File: src/design/batch_norm_inference_defines.svh
// assertion macros shared by the batch norm rtl
// no dependencies; expects clk_i and rst_ni in the including module
`ifndef BATCH_NORM_INFERENCE_DEFINES_SVH
`define BATCH_NORM_INFERENCE_DEFINES_SVH

// plain check, sampled on the rising clock edge outside reset
`define BNI_ASSERT(name, cond, msg) \
  name: assert property (@(posedge clk_i) disable iff (!rst_ni) (cond)) else $error(msg);

// same-cycle implication
`define BNI_ASSERT_IMP(name, ante, cons, msg) \
  name: assert property (@(posedge clk_i) disable iff (!rst_ni) (ante) |-> (cons)) \
    else $error(msg);

// next-cycle implication
`define BNI_ASSERT_NXT(name, ante, cons, msg) \
  name: assert property (@(posedge clk_i) disable iff (!rst_ni) (ante) |=> (cons)) \
    else $error(msg);

`endif

File: src/design/bni_pkg.sv
// types and constants for the batch norm inference block
// no dependencies
`default_nettype none

package bni_pkg;

  localparam int DATA_WIDTH      = 16;
  localparam int CFG_WIDTH       = 11;
  localparam int CH_WIDTH        = 10;
  localparam int SCALE_WIDTH     = 32;
  localparam int MAX_CHANNELS_DEF = 1024;
  localparam logic [CFG_WIDTH-1:0] NUM_CHANNELS_RST = 11'd64;

  localparam int QUEUE_DEPTH = 4;

  // rsqrt unit: 2^16/sqrt(var/256 + 1e-5), done as isqrt(4*num/den)
  localparam int DIV_STEPS  = 59;
  localparam int DEN_WIDTH  = 33;
  localparam int QUO_WIDTH  = 51;
  localparam int SQRT_STEPS = 26;
  localparam logic [DIV_STEPS-1:0] DIV_NUM = 59'(64'd25600000 << 34);
  localparam logic [16:0] DEN_MUL = 17'd100000;
  localparam logic [8:0]  DEN_ADD = 9'd256;

  typedef enum logic {
    OP_SAMPLE = 1'b0,
    OP_LOAD   = 1'b1
  } op_e;

  typedef struct packed {
    op_e                          op;
    logic [CH_WIDTH-1:0]          ch;
    logic signed [DATA_WIDTH-1:0] sample;
    logic                         last;
    logic signed [DATA_WIDTH-1:0] mean;
    logic [DATA_WIDTH-1:0]        variance;
    logic signed [DATA_WIDTH-1:0] gamma;
    logic signed [DATA_WIDTH-1:0] bias;
  } item_t;

  typedef struct packed {
    logic                          done;
    logic signed [SCALE_WIDTH-1:0] scale;
  } rsq_res_t;

endpackage

`default_nettype wire

File: src/design/bni_front.sv
// front end: takes requests, holds num_channels and the channel counter
// depends on bni_pkg
`default_nettype none

module bni_front import bni_pkg::*; (
  input  wire logic                          clk_i,
  input  wire logic                          rst_ni,
  input  wire logic                          cfg_we_i,
  input  wire logic [CFG_WIDTH-1:0]          cfg_wdata_i,
  input  wire logic                          in_valid_i,
  input  wire logic                          operation_i,
  input  wire logic [CH_WIDTH-1:0]           channel_index_i,
  input  wire logic signed [DATA_WIDTH-1:0]  sample_value_i,
  input  wire logic                          last_in_image_i,
  input  wire logic signed [DATA_WIDTH-1:0]  channel_mean_i,
  input  wire logic [DATA_WIDTH-1:0]         channel_variance_i,
  input  wire logic signed [DATA_WIDTH-1:0]  channel_gamma_i,
  input  wire logic signed [DATA_WIDTH-1:0]  channel_bias_i,
  input  wire logic                          full_i,
  output logic                               push_o,
  output item_t                              item_o
);

  logic [CFG_WIDTH-1:0] num_ch_q;
  logic [CH_WIDTH-1:0]  cnt_q, cnt_d;
  logic [CH_WIDTH:0]    cnt_inc;
  op_e                  op;

  assign op      = op_e'(operation_i);
  assign push_o  = in_valid_i && !full_i;
  assign cnt_inc = {1'b0, cnt_q} + (CH_WIDTH+1)'(1);

  always_comb begin
    cnt_d = cnt_q;
    if (push_o && op == OP_SAMPLE) begin
      if (last_in_image_i || cnt_inc >= num_ch_q) begin
        cnt_d = '0;
      end else begin
        cnt_d = cnt_inc[CH_WIDTH-1:0];
      end
    end
  end

  always_comb begin
    item_o.op       = op;
    item_o.ch       = (op == OP_LOAD) ? channel_index_i : cnt_q;
    item_o.sample   = sample_value_i;
    item_o.last     = last_in_image_i;
    item_o.mean     = channel_mean_i;
    item_o.variance = channel_variance_i;
    item_o.gamma    = channel_gamma_i;
    item_o.bias     = channel_bias_i;
  end

  always_ff @(posedge clk_i or negedge rst_ni) begin
    if (!rst_ni) begin
      num_ch_q <= NUM_CHANNELS_RST;
      cnt_q    <= '0;
    end else begin
      if (cfg_we_i) begin
        num_ch_q <= cfg_wdata_i;
      end
      cnt_q <= cnt_d;
    end
  end

endmodule

`default_nettype wire

File: config.mk
export PLATFORM = sky130hd
export DESIGN_NAME = bni_front
export DESIGN_NICKNAME = d
export VERILOG_FILES = /design/src/design/batch_norm_inference_defines.svh /design/src/design/bni_pkg.sv /design/src/design/bni_front.sv
export SDC_FILE = /design/constraint.sdc
export NUM_CORES = 1
export LEC_CHECK = 0
export BUFFER_PORTS_ARGS = -buffer_cell sky130_fd_sc_hd__buf_2
export CAP_MARGIN = 20
export CORE_ASPECT_RATIO = 1.75
export CORE_MARGIN = 5
export CORE_UTILIZATION = 37
export DETAILED_ROUTE_END_ITERATION = 8
export PLACE_DENSITY = 0.83
export SLEW_MARGIN = 20
export SYNTH_ARGS = -nofsm -noshare
export SYNTH_HDL_FRONTEND = slang
export SYNTH_SLANG_ARGS = --single-unit
File: constraint.sdc
create_clock -name clk_i -period 2.75 [get_ports clk_i]
set_input_delay 0 -clock clk_i [delete_from_list [all_inputs] [get_ports clk_i]]
set_output_delay 0 -clock clk_i [all_outputs]
set_load 0.005 [all_outputs]
==> out/results.ini, run 1 <==
[status]
status=finished clean

[job]
max_cap_violations=0

[synthesis]
synthFlopType=dfrtp_1
synth-seq-cells=21
syn_area_um2=2010
yosys_warnings=0
synth_cells=239
ys_seq_area_share_pct=26.2
ys_types=33
syn_area_per_cell_um2=8.42
synth-edff-count=0
synth_async_sr_flop_share_pct=100
synth_fp_nets=359

[detailed_routing]
post_drt_wl_per_cell_um=17.5
drtAntennaViolNets=0
viasPerCell=4.98
drt-initial-drc-count=20
drc_errors=0
dr_total_vias=1409
dr.pass1.iters=4
wl_um=4940

[worst_setup_path]
worstSetupEndpointType=register
cp_slowest_cell=dfrtp_2
ff2ff_setup_slack_ns=0.19
crit_top_cell=nor2_2
critPathMaxStageDelay_ns=0.42
cp_max_fo=10
crit_chain=ha_4 -> nand3_2 -> nor2_2 -> and4_1 -> xnor2_1 -> inv_1 -> ha_1 -> a211oi_2 -> o21ai_2 -> nor2_2 -> o211ai_4 -> o311ai_2
start_kind=register
cp.arrival_ns=2.73
path_buf_inv=1
worstReg2RegEnd=cnt_q[2]
cp.required_ns=2.92
crit_family=compound AO/OA/AOI/OAI gates
critical_path.reg2reg.startpoint=cnt_q[1]
critical_path_class=reg2reg
r2r_cells=12

[min_path]
min_from=channel_mean_i[7]
hold_path_end=item_o[55]
hold_path.class=in2out
min_delay_path_depth=0

[sta]
whs_ns=0.00000176
setup_ws_ns=0.193
fmax_mhz=391
tightestPinTransition_ns=0.472
finalHoldViolCount=0
finalSetupViolCount=0
period_share_pct=93.0
fin_skew_ns=0.00430
min_period_ns=2.56
slew_headroom_pct=68.5
slew_violations=0

[clock_tree]
clk_pin_slew_ns=0.08
cts_tree=yes
cts_max_path_buffers=2
htreeDepth=1
worstSkewPairLatency_ns=0.26
cts_setup_buffers=0
cts_sinks=21
cts_root_buf=clkbuf_8
cts_buffers=3

[final_layout]
final_cell_area_um2=1870
post-route-util_pct=35.3
area_growth_pct=-6.96
final_common_cell=buf_2
nNetsFinal=330
drive_gt1_share_pct=32.5
final_cell_mix=40 x buf_2, 24 x nand2_1, 20 x inv_1, 19 x dfrtp_1, 13 x o21ai_0
n_antenna_cell=0

[global_route]
grt_max_degree=22
grt-ovfl-total=0
grt_pass1_vias=1508
track_usage_pct=14.0
antenna_found_initial=0
grt_pass1_wl_um=7340

[die]
fp.dieArea_um2=7070
io_pins=201
start_util_pct=38.0
die_w_um=65.8
dieHeight_um=108
core-area_um2=5300
row_count=35

[placement]
dp_hpwl_um=4000
gp_congestion=0.838
placed_area_um2=1680
pre_cts_ws_ns=0.0153
portBuffers=40

[power]
leakagePower_uw=0.000929
ir_worst_vdd_mv=0.121
power.density_nw_per_um2=418

[stage by stage]
stage / power [µW] / setup TNS, ns / std cells
after detailed placement: 562 / 0 / 267
after floorplan: 578 / 0 / 239
after global routing: 835 / -0.00443 / 283
final: 784 / 0 / 283
after CTS: 784 / 0 / 283
after global placement: 550 / 0 / 267
[synth_stat cells (2+ instances only)]
master / number / share of area [%]
mux2_2: 9 / 5.0
inv_1: 20 / 3.7
dfrtp_1: 20 / 25
nor2b_1: 2 / 0.62
nor2_1: 5 / 0.93
nand2b_1: 3 / 0.93
xnor2_1: 5 / 2.2
buf_4: 82 / 31
clkbuf_1: 4 / 0.75
nand2_1: 24 / 4.5
xor2_1: 3 / 1.3
o21ai_0: 13 / 3.2
o311ai_2: 2 / 1.6
nand4_1: 3 / 0.93
nand3_1: 3 / 0.75
nand3_2: 2 / 0.99
o21ai_1: 10 / 2.5
a21oi_1: 3 / 0.75
ha_1: 12 / 7.5
[layer usage]
metal / vias up / share of wire, % / track usage, %
met3: 75 / 13 / 5.12
met5: - / 0 / 0
met4: 0 / 13 / 17.2
met1: 619 / 27 / 10.2
li1: 632 / - / -
met2: 83 / 48 / 24.0
[state kept, by name, summed over array words and instances, names as in the netlist]
name,cells
cnt_q,10
num_ch_q,11
[worst register-to-register path: stages (launching register included)]
cell and delay, ns:
dfrtp_2 0.42, ha_4 0.18, nand3_2 0.12, nor2_2 0.13, and4_1 0.22, xnor2_1 0.15, inv_1 0.07, ha_1 0.31
a211oi_2 0.25, o21ai_2 0.10, nor2_2 0.13, o211ai_4 0.17, o311ai_2 0.23
[logic make-up (layout without fill, tap and decap cells)]
kind of cell | count (synthesis) | in the layout | synth area share [%]
buffers and inverters | 108 | 78 | 35.5
adder cells (fa/ha/maj) | 12 | 12 | 7.46
AO/OA/AOI/OAI | 33 | 33 | 10.6
AND/OR/NAND/NOR | 48 | 48 | 11.7
multiplexers | 9 | 9 | 5.03
XOR/XNOR | 8 | 8 | 3.48
flip-flops | 21 | 21 | 26.2
[power by group]
part	internal [µW]	leakage (µW)	switching [µW]
clock	101	0.0000255	106
sequential	336	0.000263	23.9
combinational	108	0.000641	109
[how the worst max path moves through the flow]
| stage | start | endpoint | depth (start not counted) |
|---|---|---|---|
| 3_3_place_gp | cnt_q[1] | cnt_q[5] | 12 |
| 3_5_place_dp | cnt_q[1] | cnt_q[5] | 12 |
| 5_1_grt | cnt_q[0] | cnt_q[5] | 12 |
| 4_1_cts | cnt_q[1] | cnt_q[5] | 12 |
| 6_report | cnt_q[1] | cnt_q[2] | 12 |
| 2_1_floorplan | cnt_q[0] | cnt_q[5] | 12 |
[final cells by class]
class	count	area, µm²
clock buffer	3	41.3
fill	542	3430
multi-input combinational	110	796
timing repair buffer	54	335
tap	74	92.6
sequential	21	528
clock inverter	1	5.00
inverter	20	75.1
[repair_timing]
action                                  4_1_cts  5_1_grt
hold buffers                                 12        0
endpoints found under the setup margin        0       10
gates resized for setup                       0        6
hold endpoints to repair                     31        0
Power figures use the tool's default switching activity.
==> run 2, diff against run 1 <==
Settings changed: RECOVER_POWER from default to 25, REMOVE_ABC_BUFFERS from default to 1.
==> out/results.ini, run 2 (synthesis results as in run 1) <==
[detailed_routing]
dr.pass1.iters=4  ; unchanged
viasPerCell=5.10  ; +2.5%
post_drt_wl_per_cell_um=32.9  ; +89%
drtAntennaViolNets=0  ; unchanged
drc_errors=0  ; unchanged
drt-initial-drc-count=44  ; +120%
dr_total_vias=1460  ; +3.6%
wl_um=9410  ; +91%

[final_layout]
largest-register=num_ch_q
n_antenna_cell=0  ; unchanged
top_regs=num_ch_q (11), cnt_q (10)
area_growth_pct=-5.22
largest_register_ffs=11  ; unchanged
final_cell_mix=40 x buf_2, 24 x nand2_1, 20 x inv_1, 19 x dfrtp_1, 13 x o21ai_0
n_fill_cell=533  ; -1.7%
final_common_cell=buf_2
drive_gt1_share_pct=34.0  ; +1.4 points
final_cell_area_um2=1910  ; +1.9%
post-route-util_pct=36.0  ; +0.66 points
nNetsFinal=333  ; +0.91%

[die]
start_util_pct=38.0  ; unchanged
fp.dieArea_um2=7070  ; unchanged
io_pins=201  ; unchanged
die_w_um=65.8  ; unchanged
row_count=35  ; unchanged
core-area_um2=5300  ; unchanged
dieHeight_um=108  ; unchanged

[clock_tree]
htreeDepth=1  ; unchanged
cts_buffers=3  ; unchanged
cts_root_buf=clkbuf_8
cts_sinks=21  ; unchanged
worstSkewPairLatency_ns=0.27  ; about the same
cts_max_path_buffers=2  ; unchanged
cts_tree=yes
clk_pin_slew_ns=0.08  ; about the same

[sta]
finalHoldViolCount=0  ; unchanged
min_period_ns=2.56  ; +0.000478 ns
slew_headroom_pct=67.4  ; -1.1 points
tightestPinTransition_ns=0.489  ; +0.0170 ns
fin_skew_ns=0.00326  ; -0.00104 ns
slew_violations=0  ; unchanged
finalSetupViolCount=0  ; unchanged
fmax_mhz=391  ; about the same
fin_tns_setup_ns=0  ; unchanged
grt_setup_unrepaired=no
period_share_pct=93.0  ; about the same

[global_route]
track_usage_pct=25.8  ; +12 points
antenna_found_initial=0  ; unchanged
grt-ovfl-total=0  ; unchanged
grt_pass1_wl_um=11900  ; +63%
grt_max_degree=22  ; unchanged
grt_pass1_vias=1462  ; -3.1%

[worst_setup_path]
cp_max_fo=5  ; -5
worstSetupEndpointType=register
cp.required_ns=2.95  ; +0.03 ns
cp.arrival_ns=2.75  ; +0.02 ns
r2r_cells=13  ; +1
critical_path_class=reg2reg
start_kind=register

[power]
leakagePower_uw=0.000914  ; -1.6%
power.density_nw_per_um2=416  ; -0.46%
ir_worst_vdd_mv=0.320  ; +170%
p_total_uw=794  ; +1.4%

[placement]
portBuffers=40  ; unchanged
dp_hpwl_um=8450  ; +110%
gp_congestion=0.847  ; +1.1%
placed_area_um2=1680  ; unchanged

[status]
status=finished clean

[min_path]
hold_path.class=in2out
min_delay_path_depth=0  ; unchanged

[job]
max_cap_violations=0  ; unchanged

-- run 2: critical path: stages (launching register included) --
cell and delay, ns:
dfrtp_2 0.42, ha_4 0.18, nand3_2 0.12, nor2_2 0.13, and4_1 0.21, xnor2_1 0.14, inv_1 0.07, ha_1 0.31
a211oi_2 0.24, o21ai_2 0.11, nor2_4 0.15, o211ai_4 0.12, buf_4 0.16, o21ai_1 0.12
-- run 2: layout make-up --
type	count	area, µm²	share of cell area, %
Multi-Input combinational cell	111	816	42.8
Tap cell	74	92.6	4.85
Clock inverter	1	5.00	0.262
Inverter	20	75.1	3.93
Clock buffer	3	41.3	2.16
Timing Repair Buffer	56	350	18.4
Sequential cell	21	528	27.7
-- run 2: path summary, 6_finish.rpt --
path / slack [ns] / endpoint / from
setup / recovery: 0.19 / cnt_q[9] / cnt_q[1]
setup reg to reg: 0.19 / cnt_q[9] / cnt_q[1]
max in group asynchronous: 2.14 / cnt_q[1] / rst_ni
hold reg to reg: 0.53 / num_ch_q[0] / num_ch_q[0]
min in group asynchronous: 0.26 / num_ch_q[0] / rst_ni
hold / removal: 0.00004 / item_o[34] / channel_variance_i[2]
-- run 2: where the power goes --
part / internal, µW / total, µW / switching, µW
Clock: 101 / 212 / 111
Combinational: 111 / 223 / 112
Sequential: 336 / 359 / 23.2
Total: 548 / 794 / 247
-- run 2: what timing repair did --
action	4_1_cts	5_1_grt
endpoints found under the setup margin	0	10
hold endpoints to repair	31	0
setup buffers	0	2
hold buffers	12	0
gates resized for setup	0	8
-- run 2: per-stage QoR --
stage,cells,setup slack [ns],hold slack [ns]
final,286,0.193,0.0000402
after global routing,286,0.0478,0.0000294
after CTS,283,0.0253,0.0000649
after detailed placement,267,0.0549,-0.0162
after global placement,267,0.171,-0.0253
after floorplan,151,0.271,-0.296
-- run 2: routing by layer --
metal | part of all wire (%) | global-route usage [%] | vias to the layer above
met5 | 0.92 | 10.0 | -
met3 | 27 | 29.0 | 11
met4 | 2.8 | 8.01 | 4
li1 | - | - | 639
met2 | 53 | 48.1 | 183
met1 | 17 | 12.6 | 623
