--- config.mk ---
export PLATFORM = sky130hd
export DESIGN_NAME = bni_queue
export DESIGN_NICKNAME = d
export VERILOG_FILES = /design/src/design/bni_pkg.sv /design/src/design/bni_queue.sv
export VERILOG_INCLUDE_DIRS = /design/src /design/src/design
export SDC_FILE = /design/constraint.sdc
export NUM_CORES = 1
export LEC_CHECK = 0
export ABC_AREA = 1
export BUFFER_PORTS_ARGS = -buffer_cell sky130_fd_sc_hd__buf_2
export CAP_MARGIN = 20
export CELL_PAD_IN_SITES_DETAIL_PLACEMENT = 1
export CELL_PAD_IN_SITES_GLOBAL_PLACEMENT = 2
export CORE_MARGIN = 1
export CORE_UTILIZATION = 38
export CTS_CLUSTER_DIAMETER = 40
export DETAILED_ROUTE_END_ITERATION = 6
export GPL_ROUTABILITY_DRIVEN = 0
export PLACE_DENSITY_LB_ADDON = 0.1
export SLEW_MARGIN = 0
export SYNTH_ARGS = -nofsm -noshare
export SYNTH_HDL_FRONTEND = slang
export SYNTH_SLANG_ARGS = --single-unit
export TNS_END_PERCENT = 5
--- constraint.sdc ---
create_clock -name clk_i -period 3.5 [get_ports clk_i]
set_input_delay 0.175 -clock clk_i [delete_from_list [all_inputs] [get_ports clk_i]]
set_output_delay 0.175 -clock clk_i [all_outputs]
set_load 0.03 [all_outputs]
--- src/design/batch_norm_inference_defines.svh ---
// assertion macros shared by the batch norm rtl
// no dependencies; expects clk_i and rst_ni in the including module
`ifndef BATCH_NORM_INFERENCE_DEFINES_SVH
`define BATCH_NORM_INFERENCE_DEFINES_SVH

// plain check, sampled on the rising clock edge outside reset
`define BNI_ASSERT(name, cond, msg) \
  name: assert property (@(posedge clk_i) disable iff (!rst_ni) (cond)) else $error(msg);

// same-cycle implication
`define BNI_ASSERT_IMP(name, ante, cons, msg) \
  name: assert property (@(posedge clk_i) disable iff (!rst_ni) (ante) |-> (cons)) \
    else $error(msg);

// next-cycle implication
`define BNI_ASSERT_NXT(name, ante, cons, msg) \
  name: assert property (@(posedge clk_i) disable iff (!rst_ni) (ante) |=> (cons)) \
    else $error(msg);

`endif

--- src/design/bni_pkg.sv ---
// types and constants for the batch norm inference block
// no dependencies
`default_nettype none

package bni_pkg;

  localparam int DATA_WIDTH      = 16;
  localparam int CFG_WIDTH       = 11;
  localparam int CH_WIDTH        = 10;
  localparam int SCALE_WIDTH     = 32;
  localparam int MAX_CHANNELS_DEF = 1024;
  localparam logic [CFG_WIDTH-1:0] NUM_CHANNELS_RST = 11'd64;

  localparam int QUEUE_DEPTH = 4;

  // rsqrt unit: 2^16/sqrt(var/256 + 1e-5), done as isqrt(4*num/den)
  localparam int DIV_STEPS  = 59;
  localparam int DEN_WIDTH  = 33;
  localparam int QUO_WIDTH  = 51;
  localparam int SQRT_STEPS = 26;
  localparam logic [DIV_STEPS-1:0] DIV_NUM = 59'(64'd25600000 << 34);
  localparam logic [16:0] DEN_MUL = 17'd100000;
  localparam logic [8:0]  DEN_ADD = 9'd256;

  typedef enum logic {
    OP_SAMPLE = 1'b0,
    OP_LOAD   = 1'b1
  } op_e;

  typedef struct packed {
    op_e                          op;
    logic [CH_WIDTH-1:0]          ch;
    logic signed [DATA_WIDTH-1:0] sample;
    logic                         last;
    logic signed [DATA_WIDTH-1:0] mean;
    logic [DATA_WIDTH-1:0]        variance;
    logic signed [DATA_WIDTH-1:0] gamma;
    logic signed [DATA_WIDTH-1:0] bias;
  } item_t;

  typedef struct packed {
    logic                          done;
    logic signed [SCALE_WIDTH-1:0] scale;
  } rsq_res_t;

endpackage

`default_nettype wire

--- src/design/bni_queue.sv ---
// short request queue between front and back end
// depends on bni_pkg and the assertion macro header
`default_nettype none
`include "batch_norm_inference_defines.svh"

module bni_queue import bni_pkg::*; (
  input  wire logic  clk_i,
  input  wire logic  rst_ni,
  input  wire logic  push_i,
  input  item_t      item_i,
  output logic       full_o,
  output logic       valid_o,
  output item_t      head_o,
  input  wire logic  pop_i
);

  localparam int PW = $clog2(QUEUE_DEPTH);

  item_t            mem_q [QUEUE_DEPTH];
  logic [PW-1:0]    wr_q, rd_q;
  logic [PW:0]      cnt_q;

  assign full_o  = (cnt_q == (PW+1)'(QUEUE_DEPTH));
  assign valid_o = (cnt_q != '0);
  assign head_o  = mem_q[rd_q];

  always_ff @(posedge clk_i) begin
    if (push_i) begin
      mem_q[wr_q] <= item_i;
    end
  end

  always_ff @(posedge clk_i or negedge rst_ni) begin
    if (!rst_ni) begin
      wr_q  <= '0;
      rd_q  <= '0;
      cnt_q <= '0;
    end else begin
      if (push_i) wr_q <= wr_q + PW'(1);
      if (pop_i)  rd_q <= rd_q + PW'(1);
      cnt_q <= cnt_q + (PW+1)'(push_i) - (PW+1)'(pop_i);
    end
  end

  `BNI_ASSERT(a_q_count, cnt_q <= (PW+1)'(QUEUE_DEPTH), "queue count past depth")
  `BNI_ASSERT_IMP(a_q_nopushfull, full_o, !push_i, "push into full queue")
  `BNI_ASSERT_IMP(a_q_nopopempty, !valid_o, !pop_i, "pop from empty queue")

endmodule

`default_nettype wire

==> impl_metrics.env, run 1 <==
export IMPL_status="finished, violations left"
export IMPL_violations="design-rule violations"
export IMPL_ys_warn_count=0
export IMPL_p_switching_uw=7470
export IMPL_die_area_sq_um=42700
export IMPL_final_area_sq_um=20300
export IMPL_yosysUniqueCellTypes=15
export IMPL_synth_avg_cell_area_sq_um=10.7
export IMPL_die_w_um=207
export IMPL_grt_pass1_vias=11177
export IMPL_critical_path_class="register to output pin"
export IMPL_maxCapViolCount=0
export IMPL_met3_usage_pct=4.24
export IMPL_ant_nets=0
export IMPL_grt_setup_unrepaired="false"
export IMPL_first_pass_iters=6
export IMPL_io_pins=190
export IMPL_coreArea_sq_um=41100
export IMPL_synth_seq_cells=375
export IMPL_final_common_cell="nand2_1"
export IMPL_grt_use_total_pct=18.8
export IMPL_hold_class="input pin to register"
export IMPL_initial_core_util_pct=38.7
export IMPL_cell_internal_pwr_uw=11300
export IMPL_pwr_share_seq_pct=32.6
export IMPL_synth_fp_nets=1591
export IMPL_route_detailed_drc=12
export IMPL_relSlewSlack_pct=52.1
export IMPL_wl_per_cell_um=16.6
export IMPL_clkPwrFrac_pct=30.8
export IMPL_grt_overflow_total=0
export IMPL_top_usage_layer="met2"
export IMPL_final_cell_mix="nand2_1, inv_1, edfxtp_1"
export IMPL_detailed_place_area_sq_um=17300
export IMPL_finalCritPeriodShare_pct=81.2
export IMPL_dpl_hpwl_um=22300
export IMPL_path_max_fanout=59
export IMPL_comb_power_share_pct=36.5
export IMPL_startpoint_type="register"
export IMPL_required_ns=3.32
export IMPL_grt_use_met1_pct=23.3
export IMPL_min_period_ns=2.84
export IMPL_synth_cells=1488
export IMPL_clk_latency_ns=0.59
export IMPL_cts_tree="done"
export IMPL_die_h_um=207
export IMPL_powerDensity_nw_per_um2=926
export IMPL_p_sw_share_pct=39.7
export IMPL_root_buffer="clkbuf_16"
export IMPL_drive_gt1_share_pct=17.0
export IMPL_synthTopCellsByArea="edfxtp_1, nand2_1, inv_1, nand3_1, buf_6"
export IMPL_synth_top_cell_area_share_pct=69.4
export IMPL_worstSetupEndpointType="output pin"
export IMPL_row_count=74
export IMPL_drt_initial_drc_count=389
export IMPL_postCtsSetupBuffers=0
export IMPL_antenna_found_initial=4
export IMPL_yosysTopAreaCell="edfxtp_1"
export IMPL_final_hold_viol_count=0
export IMPL_grt_first_pass_wirelength_um=60800
export IMPL_slew_viol_final=0
export IMPL_p_leak_uw=0.00936
export IMPL_fillCellCount=4499
export IMPL_use_met2_pct=32.6
export IMPL_cts_sinks=375
export IMPL_yosysSeqAreaShare_pct=70.5
export IMPL_max_freq_mhz=352
export IMPL_vias=10717
export IMPL_area_delta_synth_final_pct=27.6
export IMPL_synth_area_sq_um=15900
export IMPL_htree_levels=2
export IMPL_grt_max_degree=93
export IMPL_io_buffers=189
export IMPL_cp_arrival_ns=2.67
export IMPL_peakVddDrop_mv=0.634
export IMPL_cts_path_max_buffers=3
export IMPL_viasPerCell=4.52
export IMPL_finalWirelength_um=39200
export IMPL_layout_nets=1891
export IMPL_finalClockSkew_ns=0.0199
export IMPL_setup_viol=0
export IMPL_path_clk_slew_ns=0.05
export IMPL_max_slew_worst_pin_slew_ns=0.718
export IMPL_cts_buffers=57
export IMPL_setup_tns_ns=0
## worst paths after layout
path | startpoint | endpoint | slack, ns | cells after the start
max reg2reg | wr_q[0]$_DFFE_PN0P_ | mem_q[2][75]$_DFFE_PP_ | 1.51 | 5
max in group asynchronous | rst_ni | rd_q[1]$_DFFE_PN0P_ | 2.63 | 3
max | rd_q[0]$_DFFE_PN0P_ | head_o[58] | 0.66 | 6
min | item_i[7] | mem_q[1][7]$_DFFE_PP_ | 0.33 | 2
min reg2reg | wr_q[0]$_DFFE_PN0P_ | wr_q[0]$_DFFE_PN0P_ | 0.52 | 1
min in group asynchronous | rst_ni | cnt_q[1]$_DFF_PN0_ | 0.56 | 3
## cells in the mapped netlist, drive strengths merged
cell / n
dfrtp: 7
xor2: 3
nor3: 1
o21ai: 1
nand3: 186
ha: 6
buf: 56
fa: 1
inv: 382
edfxtp: 368
nand2: 471
clkbuf: 6
## registers in the layout (all words and copies together) (netlist names)
signal	count
mem_q	368
rd_q	2
wr_q	2
cnt_q	3
## metal layers
metal | routed length, um | part of all wire (%)
met5 | 11 | 0.028
met4 | 858 | 2.2
met3 | 1770 | 4.5
met2 | 19600 | 50
met1 | 17000 | 43
## critical path, stage by stage, from the launching register on
cell and delay, ns:
dfrtp_4 0.65, inv_6 0.45, buf_4 0.44, nand2_1 0.10, nand3_1 0.08, nand2_1 0.09
buf_2 0.19
## cells by family after synthesis
group	count (synthesis)	share of synthesized area, %
AOI/OAI and AO/OA	1	0.0314
xor gates and xnor gates	3	0.165
and+or+nand+nor	658	17.0
buffers and inverters	444	11.7
DFF	375	70.5
adders and majority gates	7	0.597
## through the flow
step	worst slack [ns]	hold slack [ns]	std cells	util (%)	power, uW
finish	0.659	0.330	2371	49.4	18800
global route	0.427	0.308	2370	49.4	19900
CTS	0.566	0.287	2368	49.4	19100
detailed placement	1.22	0.0303	2165	42.2	13200
global placement	1.25	0.0283	2165	42.2	13100
floorplan	0.592	-0.121	1488	-	11000
## layout make-up
class                           count  area [sq um]  share of cell area (%)
Antenna cell                        3          7.51                  0.0370
Clock buffer                       62          1490                    7.33
Timing Repair Buffer              303          2130                    10.5
Clock inverter                     45           503                    2.48
Tap cell                          532           666                    3.28
Inverter                          382          1450                    7.15
Multi-Input combinational cell    669          2830                    13.9
Sequential cell                   375         11200                    55.3
## power groups by stage
| stage | logic [uW] | clock network [uW] | registers (uW) |
|---|---|---|---|
| 2_1_floorplan | 4850 | 0 | 6170 |
| 5_1_grt | 7570 | 6120 | 6210 |
| 6_report | 6870 | 5790 | 6140 |
| 4_1_cts | 7060 | 5930 | 6150 |
| 3_3_place_gp | 6850 | 0 | 6200 |
| 3_5_place_dp | 6940 | 0 | 6240 |
## repair_timing
| item | 4_1_cts | 5_1_grt |
|---|---|---|
| hold buffers | 96 | 0 |
| hold endpoints to repair | 380 | 0 |
| gates resized for setup | 0 | 0 |
(Power assumes the default switching activity.)
==> inputs of run 2 (changes only) <==
--- a/config.mk
+++ b/config.mk
@@ -6,13 +6,13 @@
 export SDC_FILE = /design/constraint.sdc
 export NUM_CORES = 1
 export LEC_CHECK = 0
-export ABC_AREA = 1
+export ABC_AREA = 0
 export BUFFER_PORTS_ARGS = -buffer_cell sky130_fd_sc_hd__buf_2
 export CAP_MARGIN = 20
 export CELL_PAD_IN_SITES_DETAIL_PLACEMENT = 1
 export CELL_PAD_IN_SITES_GLOBAL_PLACEMENT = 2
 export CORE_MARGIN = 1
-export CORE_UTILIZATION = 38
+export CORE_UTILIZATION = 41
 export CTS_CLUSTER_DIAMETER = 40
 export DETAILED_ROUTE_END_ITERATION = 6
 export GPL_ROUTABILITY_DRIVEN = 0
==> constraint.sdc (replaced) <==
create_clock -name clk_i -period 2.3 [get_ports clk_i]
set_input_delay 0.115 -clock clk_i [delete_from_list [all_inputs] [get_ports clk_i]]
set_output_delay 0.115 -clock clk_i [all_outputs]
set_load 0.03 [all_outputs]
==> run 2 against run 1 <==
Against the previous run: the run ends with negative setup slack left; sequential cell count stayed put; clock skew is 0.0074 ns lower; core utilization is 6.9 points higher; wire length is 27% lower; worst hold slack worse by 0.026 ns; setup slack worse by 0.67 ns; combinational power is 34% higher; via count is 38% lower; sequential share of layout area is 5.5 points higher; first-iteration DRC count is 36% lower; synthesized area is 14% lower.
==> impl_metrics.env, run 2 <==
export IMPL_status="finished, violations left"
export IMPL_violations="negative setup slack"
export IMPL_synth_xor_area_share_pct=0.319
export IMPL_dpl_hpwl_um=16000
export IMPL_final_hold_viol_count=0
export IMPL_max_freq_mhz=434
export IMPL_wl_per_cell_um=21.5
export IMPL_synth_fp_nets=618
export IMPL_yosys_top_cells_count="edfxtp_1, mux4_2, buf_2"
export IMPL_reg_top3="mem_q: 368 flops, cnt_q: 3 flops"
export IMPL_yosysUniqueCellTypes=18
export IMPL_crit_path_max_incr_delay_ns=0.61
export IMPL_cts_sinks=375
export IMPL_finalCritPeriodShare_pct=100
export IMPL_grt_setup_unrepaired="true"
export IMPL_ys_warn_count=0
export IMPL_setup_viol=1
export IMPL_synthArstFlopShare_pct=1.87
export IMPL_initial_core_util_pct=41.9
export IMPL_finalWirelength_um=28600
export IMPL_htree_levels=2
export IMPL_synth_compound_area_share_pct=0.0364
export IMPL_io_pins=190
export IMPL_cell_internal_pwr_uw=17800
export IMPL_finalClockSkew_ns=0.0126
export IMPL_peakVddDrop_mv=0.722
export IMPL_synth_top_family_by_area="multiplexers"
export IMPL_relSlewSlack_pct=70.0
export IMPL_synth_area_sq_um=13700
export IMPL_grt_first_pass_wirelength_um=43200
export IMPL_io_buffers=189
export IMPL_largest_register_ffs=368
export IMPL_die_h_um=185
export IMPL_worstSetupEndpointType="output pin"
export IMPL_max_slew_worst_pin_slew_ns=0.450
export IMPL_p_switching_uw=8540
export IMPL_synthTopCellsByArea="edfxtp_1, mux4_2, dfrtp_1, buf_12, ha_1"
export IMPL_synth_fa_ha_area_share_pct=0.693
export IMPL_finalPower_uw=26300
export IMPL_yosys_most_used_dff="edfxtp_1"
export IMPL_synth_edf_count=368
export IMPL_layout_setup_ws_ns=-0.00567
export IMPL_grt_max_degree=65
export IMPL_final_common_cell="edfxtp_1"
export IMPL_cts_buffers=52
export IMPL_synth_cells=515
export IMPL_final_cell_mix="edfxtp_1, buf_2, dlygate4sd3_1"
export IMPL_fin_cells=1335
export IMPL_pwr_share_seq_pct=35.4
export IMPL_layout_nets=949
export IMPL_fillCellCount=2818
export IMPL_die_w_um=185
export IMPL_dp_slack_ns=0.515
export IMPL_path_max_fanout=48
export IMPL_grt_overflow_total=0
export IMPL_synth_seq_cells=375
export IMPL_crit_path_top_delay_cell="mux4_2"
export IMPL_ant_nets=0
export IMPL_row_count=66
export IMPL_cp_arrival_ns=2.19
export IMPL_muxShareOfSynthArea_pct=15.1
export IMPL_viasPerCell=4.95
export IMPL_grt_use_total_pct=17.2
export IMPL_cts_path_max_buffers=3
export IMPL_yosysSeqAreaShare_pct=81.8
export IMPL_startpoint_type="register"
export IMPL_largest_register="mem_q"
export IMPL_die_area_sq_um=34200
export IMPL_root_buffer="clkbuf_16"
export IMPL_antenna_found_initial=3
export IMPL_hold_class="input pin to register"
export IMPL_dpl_cell_count=1138
export IMPL_clkPwrFrac_pct=29.8
export IMPL_crit_chain="buf_16 > mux4_2 > buf_6"
export IMPL_synth_avg_cell_area_sq_um=26.7
export IMPL_crit_buf_inv=2
export IMPL_drive_gt1_share_pct=43.7
export IMPL_clk_latency_ns=0.56
export IMPL_vias=6603
export IMPL_p_sw_share_pct=32.4
export IMPL_path_delay_family="multiplexers"
export IMPL_synth_most_common_cell="edfxtp_1"
export IMPL_route_detailed_drc=0
export IMPL_synth_simple_area_share_pct=0.328
export IMPL_drt_initial_drc_count=248
export IMPL_coreArea_sq_um=32800
export IMPL_critical_path_class="register to output pin"
export IMPL_maxCapViolCount=0
export IMPL_yosysTopAreaCell="edfxtp_1"
export IMPL_required_ns=2.18
export IMPL_grt_pass1_vias=7481
export IMPL_cts_tree="done"
export IMPL_min_period_ns=2.31
export IMPL_comb_power_share_pct=34.9
export IMPL_powerDensity_nw_per_um2=1430
export IMPL_first_pass_iters=4
export IMPL_slew_viol_final=0
export IMPL_synth_top_cell_area_share_pct=80.5
export IMPL_path_clk_slew_ns=0.06
export IMPL_area_delta_synth_final_pct=34.5
export IMPL_p_leak_uw=0.00644
==> run 2: final timing paths <==
kind	from	to	slack [ns]	cells past startpoint
worst max-delay path	rd_q[0]$_DFFE_PN0P_	head_o[64]	-0.006	3
worst min-delay path	item_i[31]	mem_q[0][31]$_DFFE_PP_	0.30	2
worst max register to register	cnt_q[0]$_DFF_PN0_	cnt_q[2]$_DFF_PN0_	0.54	7
worst min register to register	wr_q[0]$_DFFE_PN0P_	wr_q[0]$_DFFE_PN0P_	0.53	1
max in group asynchronous	rst_ni	rd_q[0]$_DFFE_PN0P_	1.51	3
min in group asynchronous	rst_ni	cnt_q[0]$_DFF_PN0_	0.53	3
==> run 2: layout make-up <==
cell class              instances  area (sq um)  share of cell area (%)
flip-flops and latches        375         11200                    60.8
repair buffers                298          2630                    14.3
multi-input cells             113          2270                    12.3
clock buffers                  60          1360                    7.38
well taps                     442           553                    3.00
clock inverters                38           379                    2.05
inverters                       6          22.5                   0.122
diodes                          3          7.51                  0.0407
==> run 2: repair_timing <==
action | in CTS | in global routing
hold endpoints to repair | 380 | 0
hold buffers | 96 | 0
gates resized for setup | 141 | 18
setup buffers | 0 | 0
setup endpoints to repair | 83 | 92
==> run 2: per-layer routing <==
metal	global-route usage, %	routed length, um	vias to the layer above
met4	5.42	585	0
met2	30.0	14900	170
li1	-	-	2907
met5	0	0	-
met3	3.93	1480	44
met1	21.4	11700	3482
==> run 2: through the flow <==
stage               area (sq um)  hold WS [ns]  util (%)   TNS, ns
floorplan                  13700        -0.181         -   -241.40
global placement           15200       -0.0448      46.5         0
detailed placement         15200       -0.0417      46.5         0
CTS                        18400         0.273      56.1    -0.512
global route               18500         0.301      56.3     -3.72
finish                     18500         0.304      56.3  -0.00567
==> run 2: cells by family after synthesis <==
| kind of cell | after synthesis |
|---|---|
| simple gates | 8 |
| mux | 92 |
| flops | 375 |
| compound gates | 1 |
| buf+inv | 27 |
| fa+ha+maj | 7 |
| xor+xnor | 5 |
==> run 2: power by group through the flow <==
| stage | registers (uW) | logic [uW] | clock network, uW |
|---|---|---|---|
| floorplan | 9340 | 5870 | 0 |
| global placement | 9370 | 7900 | 0 |
| detailed placement | 9470 | 7970 | 0 |
| CTS | 9340 | 9270 | 8040 |
| global route | 9430 | 9770 | 8270 |
| finish | 9320 | 9180 | 7840 |
==> inputs of run 3 (changes only) <==
--- a/config.mk
+++ b/config.mk
@@ -16,7 +16,7 @@
 export CTS_CLUSTER_DIAMETER = 40
 export DETAILED_ROUTE_END_ITERATION = 6
 export GPL_ROUTABILITY_DRIVEN = 0
-export PLACE_DENSITY_LB_ADDON = 0.1
+export PLACE_DENSITY_LB_ADDON = 0.05
 export SLEW_MARGIN = 0
 export SYNTH_ARGS = -nofsm -noshare
 export SYNTH_HDL_FRONTEND = slang
==> constraint.sdc (replaced) <==
create_clock -name clk_i -period 2.3 [get_ports clk_i]
set_input_delay 0.23 -clock clk_i [delete_from_list [all_inputs] [get_ports clk_i]]
set_output_delay 0.23 -clock clk_i [all_outputs]
set_load 0.03 [all_outputs]
==> run 3 against run 2 <==
Against the previous run: the flow now finishes without violations; power about the same; design area grew 0.14%; clock power is 3.7% lower; critical path depth rose by 1; clock-buffer cell count down 5; sequential cell count is the same; cell count increased by 0.15%; die area is the same; fmax grew 1.2%; core utilization is 0.080 points higher; critical path type unchanged; highest routed layer unchanged.
==> impl_metrics.env, run 3 (synthesis gave the netlist of run 2 again) <==
export IMPL_status="finished, final reports clean"
export IMPL_dpl_cell_count=1142
export IMPL_final_area_sq_um=18500
export IMPL_final_cell_mix="edfxtp_1, buf_2, dlygate4sd3_1"
export IMPL_dpl_hpwl_um=16600
export IMPL_coreArea_sq_um=32800
export IMPL_ant_nets=0
export IMPL_peakVddDrop_mv=0.813
export IMPL_regArea_sq_um=11200
export IMPL_critical_path_class="register to output pin"
export IMPL_largest_register="mem_q"
export IMPL_pwr_share_seq_pct=35.2
export IMPL_comb_power_share_pct=36.1
export IMPL_viasPerCell=4.99
export IMPL_final_common_cell="edfxtp_1"
export IMPL_fin_util_pct=56.4
export IMPL_required_ns=2.07
export IMPL_path_clk_slew_ns=0.05
export IMPL_route_detailed_drc=0
export IMPL_drive_gt1_share_pct=43.8
export IMPL_finalWirelength_um=29400
export IMPL_crit_path_top_delay_cell="mux4_2"
export IMPL_drt_initial_drc_count=362
export IMPL_antenna_found_initial=1
export IMPL_setup_viol=0
export IMPL_die_h_um=185
export IMPL_p_leak_uw=0.00648
export IMPL_io_buffers=189
export IMPL_reg_top3="mem_q: 368 flops, cnt_q: 3 flops"
export IMPL_slew_viol_final=0
export IMPL_grt_pass1_vias=7502
export IMPL_htree_levels=2
export IMPL_crit_chain="buf_12 > buf_16 > mux4_2 > buf_6"
export IMPL_powerDensity_nw_per_um2=1420
export IMPL_layout_nets=959
export IMPL_min_period_ns=2.28
export IMPL_grt_setup_unrepaired="true"
export IMPL_initial_core_util_pct=41.9
export IMPL_finalCritPeriodShare_pct=99.1
export IMPL_vias=6673
export IMPL_hold_class="input pin to async pin"
export IMPL_area_delta_synth_final_pct=34.6
export IMPL_max_slew_worst_pin_slew_ns=0.450
export IMPL_largest_register_ffs=368
export IMPL_worstSetupEndpointType="output pin"
export IMPL_grt_use_total_pct=17.8
export IMPL_detailed_place_area_sq_um=15300
export IMPL_maxCapViolCount=0
export IMPL_cell_internal_pwr_uw=17800
export IMPL_holdWs_ns=0.0653
export IMPL_finalPower_uw=26300
export IMPL_root_buffer="clkbuf_16"
export IMPL_final_hold_viol_count=0
export IMPL_relSlewSlack_pct=70.0
export IMPL_first_pass_iters=4
export IMPL_cts_buffers=49
export IMPL_max_freq_mhz=439
export IMPL_startpoint_type="register"
export IMPL_wl_per_cell_um=22.0
export IMPL_cts_tree="done"
export IMPL_multi_input_area_sq_um=2270
export IMPL_p_switching_uw=8500
export IMPL_fillCellCount=2806
export IMPL_clkPwrFrac_pct=28.7
export IMPL_grt_max_degree=56
export IMPL_path_max_fanout=8
export IMPL_clk_latency_ns=0.55
export IMPL_cts_sinks=375
export IMPL_crit_path_max_incr_delay_ns=0.56
export IMPL_io_pins=190
export IMPL_cts_path_max_buffers=3
export IMPL_cp_arrival_ns=2.05
export IMPL_grt_first_pass_wirelength_um=44200
export IMPL_fin_cells=1337
export IMPL_finalClockSkew_ns=0.0175
export IMPL_grt_overflow_total=0
export IMPL_p_sw_share_pct=32.3
export IMPL_die_w_um=185
export IMPL_die_area_sq_um=34200
export IMPL_row_count=66
run 3: cell types whose count changed in the layout (fill, tap and decap cells not counted), moves of 4 or more:
cell        change
buf_2          +26
buf_6          -26
buf_12         +11
clkinv_1        +4
clkinvlp_4      -4
run 3: repair_timing:
item	in CTS	in global routing
cloned	4	1
resized for setup	100	31
endpoints found under the hold margin	378	0
endpoints found under the setup margin	86	90
hold buffers	95	0
setup buffers	7	0
run 3: cell type report:
class,instances,share of cell area (%)
Sequential cell,375,60.8
Timing Repair Buffer,311,14.9
Clock inverter,34,1.92
Inverter,6,0.122
Clock buffer,55,6.98
Multi-Input combinational cell,113,12.3
Tap cell,442,2.99
Antenna cell,1,0.0135
run 3: metal layers:
metal,part of all wire (%),wire length [um],global-route usage [%],vias up
li1,-,-,-,2912
met3,5.1,1510,3.97,52
met1,43,12500,23.0,3531
met4,2.1,625,5.62,0
met2,50,14700,29.9,178
met5,0,0,0,-
run 3: path summary, 6_finish.rpt:
check | from | end | slack (ns) | cells past startpoint
worst max-delay path | rd_q[0]$_DFFE_PN0P_ | head_o[50] | 0.02 | 4
worst min-delay path | rst_ni | cnt_q[2]$_DFF_PN0_ | 0.07 | 2
worst max register to register | cnt_q[0]$_DFF_PN0_ | cnt_q[2]$_DFF_PN0_ | 0.57 | 7
worst min register to register | wr_q[0]$_DFFE_PN0P_ | wr_q[0]$_DFFE_PN0P_ | 0.55 | 1
max in group asynchronous | rst_ni | rd_q[1]$_DFFE_PN0P_ | 2.02 | 2
min in group clk_i | item_i[88] | mem_q[2][88]$_DFFE_PP_ | 0.43 | 2
run 3: metrics by stage:
step                setup TNS (ns)  setup slack (ns)
floorplan                  -241.40            -0.908
global placement                 0             0.485
detailed placement               0             0.474
CTS                          -1.30           -0.0688
global route                 -1.88           -0.0503
finish                           0            0.0208
run 3: power groups by stage:
stage | clock network [uW] | logic [uW] | registers, uW
floorplan | 0 | 5870 | 9340
detailed placement | 0 | 8030 | 9480
CTS | 7740 | 9570 | 9280
global placement | 0 | 7980 | 9380
global route | 7980 | 10100 | 9370
finish | 7550 | 9510 | 9260
run 3: critical path, delay by kind of cell, from the launching register on:
family	cells	cell delay, ns
mux	1	0.56
buf+inv	3	0.48
flops	1	0.46
